===== src/design/csv_field_splitter_core_defines.svh =====
// Assertion macros shared by the CSV field splitter RTL.
`ifndef CSV_FIELD_SPLITTER_CORE_DEFINES_SVH
`define CSV_FIELD_SPLITTER_CORE_DEFINES_SVH

// Same-cycle implication, disabled while reset is asserted.
`define CSVFS_ASSERT_IMP(label, clk, rst_n, ante, cons) \
    label: assert property (@(posedge clk) disable iff (!(rst_n)) (ante) |-> (cons)) \
        else $error("csv field splitter: same-cycle check failed");

// Next-cycle implication, disabled while reset is asserted.
`define CSVFS_ASSERT_NXT(label, clk, rst_n, ante, cons) \
    label: assert property (@(posedge clk) disable iff (!(rst_n)) (ante) |=> (cons)) \
        else $error("csv field splitter: next-cycle check failed");

`endif


===== src/design/csvfs_pkg.sv =====
// Package with the types and character codes of the CSV field splitter.
`timescale 1ns / 1ps
`default_nettype none

package csvfs_pkg;

    localparam int FIELD_W = 4;

    localparam logic [7:0] CH_COMMA = 8'h2C;
    localparam logic [7:0] CH_QUOTE = 8'h22;
    localparam logic [7:0] CH_LF    = 8'h0A;
    localparam logic [7:0] CH_CR    = 8'h0D;

    typedef struct packed {
        logic               has_byte;
        logic [7:0]         out_byte;
        logic [FIELD_W-1:0] field_number;
        logic               field_end;
        logic               record_end;
        logic               too_many_fields;
    } t_result;

    typedef struct packed {
        logic               quote_parity;
        logic [FIELD_W-1:0] current_field;
    } t_parse_status;

endpackage

`default_nettype wire


===== src/design/csvfs_in_stage.sv =====
// Input register that captures one raw byte per transfer.
`timescale 1ns / 1ps
`default_nettype none

module csvfs_in_stage (
    input  wire logic       i_clk,
    input  wire logic       i_rst_n,
    input  wire logic       i_valid,
    input  wire logic [7:0] i_byte,
    input  wire logic       i_advance,
    output logic            o_ready,
    output logic            o_valid,
    output logic [7:0]      o_byte
);

    logic       r_valid;
    logic [7:0] r_byte;

    assign o_ready = !r_valid || i_advance;

    always_ff @(posedge i_clk) begin
        if (!i_rst_n) begin
            r_valid <= 1'b0;
        end else if (o_ready) begin
            r_valid <= i_valid;
        end
    end

    always_ff @(posedge i_clk) begin
        if (o_ready && i_valid) begin
            r_byte <= i_byte;
        end
    end

    assign o_valid = r_valid;
    assign o_byte  = r_byte;

endmodule

`default_nettype wire


===== src/design/csvfs_parser.sv =====
// Field and quote state with the per-byte splitting logic.
`timescale 1ns / 1ps
`default_nettype none

module csvfs_parser #(
    parameter int NUM_FIELDS = 11
) (
    input  wire logic                 i_clk,
    input  wire logic                 i_rst_n,
    input  wire logic                 i_advance,
    input  wire logic [7:0]           i_byte,
    output csvfs_pkg::t_result        o_result,
    output csvfs_pkg::t_parse_status  o_status
);

    import csvfs_pkg::*;

    localparam logic [FIELD_W-1:0] LAST_FIELD = FIELD_W'(NUM_FIELDS - 1);

    logic               r_quote_parity,    n_quote_parity;
    logic [FIELD_W-1:0] r_current_field,   n_current_field;
    logic               r_field_has_bytes, n_field_has_bytes;
    logic               r_held_valid,      n_held_valid;
    logic [7:0]         r_held_byte,       n_held_byte;
    logic               r_last_kept_quote, n_last_kept_quote;
    logic               r_overflow_seen,   n_overflow_seen;

    logic is_quote;
    logic is_lf;
    logic is_cr;
    logic is_end;
    logic parity_next;

    assign is_quote    = (i_byte == CH_QUOTE);
    assign is_lf       = (i_byte == CH_LF);
    assign is_cr       = (i_byte == CH_CR);
    assign parity_next = r_quote_parity ^ is_quote;
    assign is_end      = ((i_byte == CH_COMMA) && !parity_next) || is_lf;

    always_comb begin
        n_quote_parity    = parity_next;
        n_current_field   = r_current_field;
        n_field_has_bytes = r_field_has_bytes;
        n_held_valid      = r_held_valid;
        n_held_byte       = r_held_byte;
        n_last_kept_quote = r_last_kept_quote;
        n_overflow_seen   = r_overflow_seen;

        o_result              = '0;
        o_result.field_number = r_current_field;

        if (is_end) begin
            // The held byte is the last one of the field, so a quote there is dropped.
            if (r_held_valid && (r_held_byte != CH_QUOTE)) begin
                o_result.has_byte = 1'b1;
                o_result.out_byte = r_held_byte;
            end
            o_result.field_end = 1'b1;
            n_field_has_bytes  = 1'b0;
            n_held_valid       = 1'b0;
            n_held_byte        = '0;
            n_last_kept_quote  = 1'b0;
            if (is_lf) begin
                o_result.record_end = 1'b1;
            end else if (r_current_field >= LAST_FIELD) begin
                n_overflow_seen = 1'b1;
                n_current_field = LAST_FIELD;
            end else begin
                n_current_field = r_current_field + FIELD_W'(1);
            end
        end else if (!is_cr) begin
            // A held quote right after a kept quote is dropped.
            if (r_held_valid) begin
                if (r_held_byte != CH_QUOTE) begin
                    o_result.has_byte = 1'b1;
                    o_result.out_byte = r_held_byte;
                    n_last_kept_quote = 1'b0;
                end else if (!r_last_kept_quote) begin
                    o_result.has_byte = 1'b1;
                    o_result.out_byte = r_held_byte;
                    n_last_kept_quote = 1'b1;
                end
            end
            // A leading quote is dropped at once and never held.
            if (is_quote && !r_field_has_bytes) begin
                n_held_valid = 1'b0;
            end else begin
                n_held_valid = 1'b1;
                n_held_byte  = i_byte;
            end
            n_field_has_bytes = 1'b1;
        end

        o_result.too_many_fields = n_overflow_seen;

        if (is_lf) begin
            n_quote_parity  = 1'b0;
            n_current_field = '0;
            n_overflow_seen = 1'b0;
        end
    end

    always_ff @(posedge i_clk) begin
        if (!i_rst_n) begin
            r_quote_parity    <= 1'b0;
            r_current_field   <= '0;
            r_field_has_bytes <= 1'b0;
            r_held_valid      <= 1'b0;
            r_held_byte       <= '0;
            r_last_kept_quote <= 1'b0;
            r_overflow_seen   <= 1'b0;
        end else if (i_advance) begin
            r_quote_parity    <= n_quote_parity;
            r_current_field   <= n_current_field;
            r_field_has_bytes <= n_field_has_bytes;
            r_held_valid      <= n_held_valid;
            r_held_byte       <= n_held_byte;
            r_last_kept_quote <= n_last_kept_quote;
            r_overflow_seen   <= n_overflow_seen;
        end
    end

    assign o_status.quote_parity  = r_quote_parity;
    assign o_status.current_field = r_current_field;

endmodule

`default_nettype wire


===== src/design/csvfs_out_stage.sv =====
// Result register that holds one result until it is taken.
`timescale 1ns / 1ps
`default_nettype none

module csvfs_out_stage (
    input  wire logic                i_clk,
    input  wire logic                i_rst_n,
    input  wire logic                i_load,
    input  wire csvfs_pkg::t_result  i_result,
    input  wire logic                i_ready,
    output logic                     o_can_take,
    output logic                     o_valid,
    output csvfs_pkg::t_result       o_result
);

    import csvfs_pkg::*;

    logic    r_valid;
    t_result r_result;

    assign o_can_take = !r_valid || i_ready;

    always_ff @(posedge i_clk) begin
        if (!i_rst_n) begin
            r_valid <= 1'b0;
        end else if (o_can_take) begin
            r_valid <= i_load;
        end
    end

    always_ff @(posedge i_clk) begin
        if (i_load) begin
            r_result <= i_result;
        end
    end

    assign o_valid  = r_valid;
    assign o_result = r_result;

endmodule

`default_nettype wire


===== src/design/csv_field_splitter_core.sv =====
// Top level of the CSV field splitter: input register, parser and result register.
`timescale 1ns / 1ps
`default_nettype none
`include "csv_field_splitter_core_defines.svh"

// The splitter takes one raw byte of CSV text per transfer and returns exactly
// one result per byte, in order. A byte is captured in an input register, run
// through the field and quote logic, and the result lands in an output
// register, so the block sustains one byte per clock while the output is not
// stalled; a result is offered once its byte has passed through the input
// register and the output register. The only loop is the parser's small state
// update. Because the last byte of a field may be a quote that has to be dropped,
// each kept byte is held back and reported with the result of the following byte,
// or together with field_end when a comma outside quotes or a newline closes the
// field. Carriage returns give an idle result. A comma past field NUM_FIELDS-1
// keeps the field index at its last value and raises too_many_fields until the
// record's newline result. Both sides use valid and ready; a stalled result
// holds the output register while the input register can still take one more
// byte, and o_ready drops only when both registers are full.
module csv_field_splitter_core #(
    parameter int NUM_FIELDS = 11
) (
    input  wire logic                          i_clk,
    input  wire logic                          i_rst_n,
    input  wire logic                          i_valid,
    output logic                               o_ready,
    input  wire logic [7:0]                    i_in_byte,
    output logic                               o_valid,
    input  wire logic                          i_ready,
    output logic                               o_has_byte,
    output logic [7:0]                         o_out_byte,
    output logic [csvfs_pkg::FIELD_W-1:0]      o_field_number,
    output logic                               o_field_end,
    output logic                               o_record_end,
    output logic                               o_too_many_fields
);

    import csvfs_pkg::*;

    localparam logic [FIELD_W-1:0] LAST_FIELD = FIELD_W'(NUM_FIELDS - 1);

    logic          stage_valid;
    logic [7:0]    stage_byte;
    logic          out_can_take;
    logic          advance;
    t_result       step_result;
    t_result       held_result;
    t_parse_status parse_status;

    // A byte moves from the input register into the parser whenever the
    // result register is empty or its current result is being transferred.
    assign advance = stage_valid && out_can_take;

    csvfs_in_stage u_in_stage (
        .i_clk     (i_clk),
        .i_rst_n   (i_rst_n),
        .i_valid   (i_valid),
        .i_byte    (i_in_byte),
        .i_advance (advance),
        .o_ready   (o_ready),
        .o_valid   (stage_valid),
        .o_byte    (stage_byte)
    );

    csvfs_parser #(
        .NUM_FIELDS (NUM_FIELDS)
    ) u_parser (
        .i_clk     (i_clk),
        .i_rst_n   (i_rst_n),
        .i_advance (advance),
        .i_byte    (stage_byte),
        .o_result  (step_result),
        .o_status  (parse_status)
    );

    csvfs_out_stage u_out_stage (
        .i_clk      (i_clk),
        .i_rst_n    (i_rst_n),
        .i_load     (advance),
        .i_result   (step_result),
        .i_ready    (i_ready),
        .o_can_take (out_can_take),
        .o_valid    (o_valid),
        .o_result   (held_result)
    );

    assign o_has_byte        = held_result.has_byte;
    assign o_out_byte        = held_result.out_byte;
    assign o_field_number    = held_result.field_number;
    assign o_field_end       = held_result.field_end;
    assign o_record_end      = held_result.record_end;
    assign o_too_many_fields = held_result.too_many_fields;

    // Backpressure reaches the input side only when both registers are full.
    `CSVFS_ASSERT_IMP(a_ready_only_when_full, i_clk, i_rst_n,
        stage_valid && o_valid && !i_ready, !o_ready)

    // A newline leaves the next record with even parity and field zero.
    `CSVFS_ASSERT_NXT(a_newline_clears, i_clk, i_rst_n,
        advance && (stage_byte == CH_LF),
        (parse_status.current_field == '0) && !parse_status.quote_parity)

    // The field index never leaves the configured range.
    `CSVFS_ASSERT_IMP(a_field_in_range, i_clk, i_rst_n,
        1'b1, parse_status.current_field <= LAST_FIELD)

endmodule

`default_nettype wire

===== config.mk =====
export PLATFORM = sky130hd
export DESIGN_NAME = csv_field_splitter_core
export DESIGN_NICKNAME = d
export VERILOG_FILES = /design/src/design/csvfs_pkg.sv /design/src/design/csvfs_in_stage.sv /design/src/design/csvfs_parser.sv /design/src/design/csvfs_out_stage.sv /design/src/design/csv_field_splitter_core.sv
export VERILOG_INCLUDE_DIRS = /design/src /design/src/design
export SDC_FILE = /design/constraint.sdc
export NUM_CORES = 1
export LEC_CHECK = 0
export BUFFER_PORTS_ARGS = -buffer_cell sky130_fd_sc_hd__buf_2
export CAP_MARGIN = 5
export CORE_ASPECT_RATIO = 1.4
export CORE_MARGIN = 1.5
export CORE_UTILIZATION = 54
export DETAILED_ROUTE_END_ITERATION = 16
export HOLD_SLACK_MARGIN = 0.15
export PLACE_DENSITY = 0.77
export SLEW_MARGIN = 10
export SYNTH_ARGS = -nofsm -noshare
export SYNTH_HDL_FRONTEND = slang
export SYNTH_SLANG_ARGS = --single-unit
export TNS_END_PERCENT = 1

===== constraint.sdc =====
create_clock -name i_clk -period 1.95 [get_ports i_clk]
set_clock_uncertainty 0.05 [all_clocks]
set_input_delay 0.195 -clock i_clk [delete_from_list [all_inputs] [get_ports i_clk]]
set_output_delay 0.195 -clock i_clk [all_outputs]
set_load 0.02 [all_outputs]

==> results.sh <==
export IMPL_r2r_start="u_in_stage.o_byte[2]"
export IMPL_timing_hold_worst_start="i_ready"
export IMPL_ys_ff_latch=43
export IMPL_io_pins=30
export IMPL_viasPerCell=5.412
export IMPL_dp_hpwl_mm=2.290
export IMPL_placementRows=24
export IMPL_detail_route_antenna_nets=0
export IMPL_yosys_warnings=0
export IMPL_reg2reg_to="u_parser.r_current_field[1]"
export IMPL_htree_levels=2
export IMPL_grt_use_total=0.2061
export IMPL_slew_headroom=0.6803
export IMPL_netlist_instances=144
export IMPL_synth_nets=158
export IMPL_ys_seq_area_frac=0.6141
export IMPL_critical_path_class="register to register"
export IMPL_clockBufferDepth=2
export IMPL_tightest_slew_ns=0.4755
export IMPL_nets=202
export IMPL_diodes=0
export IMPL_fill_cells=232
export IMPL_synthTopCellsByArea="edfxtp_1, dfxtp_1, and2_1, nand2_1, mux2i_1"
export IMPL_grt_pass1_vias=1268
export IMPL_drc=0
export IMPL_synth_edff_count=24
export IMPL_post_cts_setup_buffers=0
export IMPL_netlist_area_sq_um=1793
export IMPL_synth_common_cells="edfxtp_1, dfxtp_1, nand2_1, and2_1, nand3_1"
export IMPL_overflow=0
export IMPL_outcome="finished clean"
export IMPL_r2r_worst_path_cells=5
export IMPL_required_ns=2.08
export IMPL_start_util=0.5687
export IMPL_yosysTopAreaCell="edfxtp_1"
export IMPL_wl_per_cell_um=14.26
export IMPL_io_buffer_count=29
export IMPL_max_cap_violations=0
export IMPL_cp_end_kind="register"
export IMPL_start_kind="register"
export IMPL_first_iter_violations=25
export IMPL_ys_types=43
export IMPL_path_clk_slew_ns=0.08
export IMPL_rsz0062_at_grt="no"
export IMPL_final_cells=228
export IMPL_cts_num_sinks=43
export IMPL_hold_class="primary input to register"
export IMPL_fin_crit_ns=1.711
export IMPL_clock_latency_ns=0.29
export IMPL_worstHoldEndpoint="u_out_stage.o_valid"
export IMPL_final_hold_viol_count=0
export IMPL_dieArea_sq_um=3680
export IMPL_max_clock_freq_ghz=0.5845
export IMPL_holdPathStages=3
export IMPL_ff2ff_setup_slack_ns=0.24
export IMPL_core_sq_um=3153
export IMPL_setup_violations=0
export IMPL_synth_top_area_share=0.4020
export IMPL_gp_congestion=0.8899
export IMPL_leakagePower_nw=0.8638
export IMPL_syn_area_per_cell_sq_um=12.45
export IMPL_fin_tns_setup_ns=0
export IMPL_slew_viol_final=0
export IMPL_synth_flop_cell="edfxtp_1"
export IMPL_yosysMostFrequentCell="edfxtp_1"
export IMPL_die_x_um=51.70
export IMPL_antenna_found_initial=0
export IMPL_dr_pass1_iters=4
export IMPL_async_flop_share=0
export IMPL_cts_made_buffers=5
export IMPL_grt_max_degree=27
export IMPL_cts_root_buffer_cell="clkbuf_8"
export IMPL_min_period_over_period=0.8774
export IMPL_crit_fanout=5
export IMPL_area_delta_synth_final_pct=23.45
export IMPL_power_density_nw_per_um2=886.7
export IMPL_drive_gt1_frac=0.2751
export IMPL_cts_tree="yes"
export IMPL_drt_wl_total_mm=3.252
export IMPL_grt_first_pass_wirelength_mm=5.526
export IMPL_vias=1234
export IMPL_ir_worst_vdd_uv=939.0
export IMPL_place_inst=211
export IMPL_worstPathArrival_ns=1.84
export IMPL_die_y_um=71.18
[power breakdown]
group          switching, mW  leakage (nW)  internal [mW]
registers             0.0256         0.381          0.998
logic                 0.0875         0.417         0.0643
clock network          0.276        0.0654          0.511
total                  0.389         0.864           1.57
[layout by cell type, fill, tap and decap left out, types with 3 or more instances in the layout]
cell,n
edfxtp_1,24
nand3_1,8
a21oi_1,4
nor2_1,3
o21ai_1,4
dlygate4sd3_1,9
buf_2,29
nand2_1,16
nor2b_1,4
and3_1,3
mux2i_1,5
clkbuf_8,5
dfxtp_1,19
and2_1,10
[layout make-up]
class,instances,area (sq um),area share
multi-input cells,95,669.4,0.3024
well taps,39,48.80,0.02205
clock buffers,6,72.57,0.03279
repair buffers,40,250.2,0.1131
flip-flops and latches,43,1101,0.4975
inverters,3,11.26,0.005088
clock inverters,2,60.06,0.02713
[timing repair]
action,CTS,global route
hold buffers,9,0
hold endpoints to repair,9,0
gates resized for setup,0,0
[state kept, by name, summed over array words and instances (netlist names)]
signal	count
u_out_stage.o_result	16
u_in_stage.o_byte	8
u_parser.r_held_byte	8
u_parser.r_current_field	4
u_in_stage.o_valid	1
u_out_stage.o_valid	1
u_parser.r_field_has_bytes	1
u_parser.r_held_valid	1
u_parser.r_last_kept_quote	1
u_parser.r_overflow_seen	1
u_parser.r_quote_parity	1
[through the flow]
stage / area, sq um / setup WS, ns / hold slack (ns) / power (mW) / util
floorplan: 1793 / 0.2618 / 0.2439 / 1.133 / -
global route: 2213 / 0.1045 / 0.1844 / 2.038 / 0.7020
CTS: 2213 / 0.2416 / 0.1798 / 1.977 / 0.7020
global placement: 1991 / 0.3144 / 0.3219 / 1.175 / 0.6313
detailed placement: 1991 / 0.2672 / 0.3231 / 1.180 / 0.6313
finish: 2213 / 0.2392 / 0.1805 / 1.963 / 0.7020
[critical path: stages (launching register included)]
cell and delay (ns):
edfxtp_1 0.46, nor3b_2 0.37, nor2_1 0.13, or3_1 0.35, a22oi_1 0.20, nor2b_1 0.06
[layer usage]
metal / routed length [um] / up-vias / global-route usage
met3: 113 / 8 / 0.04852
met5: 0 / - / 0
met2: 1801 / 37 / 0.3689
met1: 1242 / 577 / 0.2068
met4: 93 / 0 / 0.1287
li1: - / 612 / -
[worst max path at each step]
| stage | slack (ns) | from | end | cells past startpoint |
|---|---|---|---|---|
| 2_1_floorplan | 0.26 | u_out_stage.o_valid | u_parser.r_held_valid | 6 |
| 3_3_place_gp | 0.31 | u_in_stage.o_byte[4] | u_out_stage.o_result[9] | 3 |
| 3_5_place_dp | 0.27 | u_in_stage.o_byte[4] | u_out_stage.o_result[13] | 3 |
| 4_1_cts | 0.24 | u_in_stage.o_byte[4] | u_parser.r_current_field[1] | 5 |
| 5_1_grt | 0.10 | u_parser.r_current_field[0] | u_parser.r_overflow_seen | 5 |
| 6_report | 0.24 | u_in_stage.o_byte[2] | u_parser.r_current_field[1] | 5 |
[cell families (layout without fill, tap and decap cells)]
group	count (synthesis)	after routing	share of synthesized area
xor gates and xnor gates	1	1	0.004886
AOI/OAI and AO/OA	24	24	0.09631
adders and majority gates	2	2	0.01395
muxes	5	5	0.02791
buffers and inverters	6	51	0.01256
DFF	43	43	0.6141
and+or+nand+nor	63	63	0.2303
Note: power is estimated with default switching activity, not from simulation.
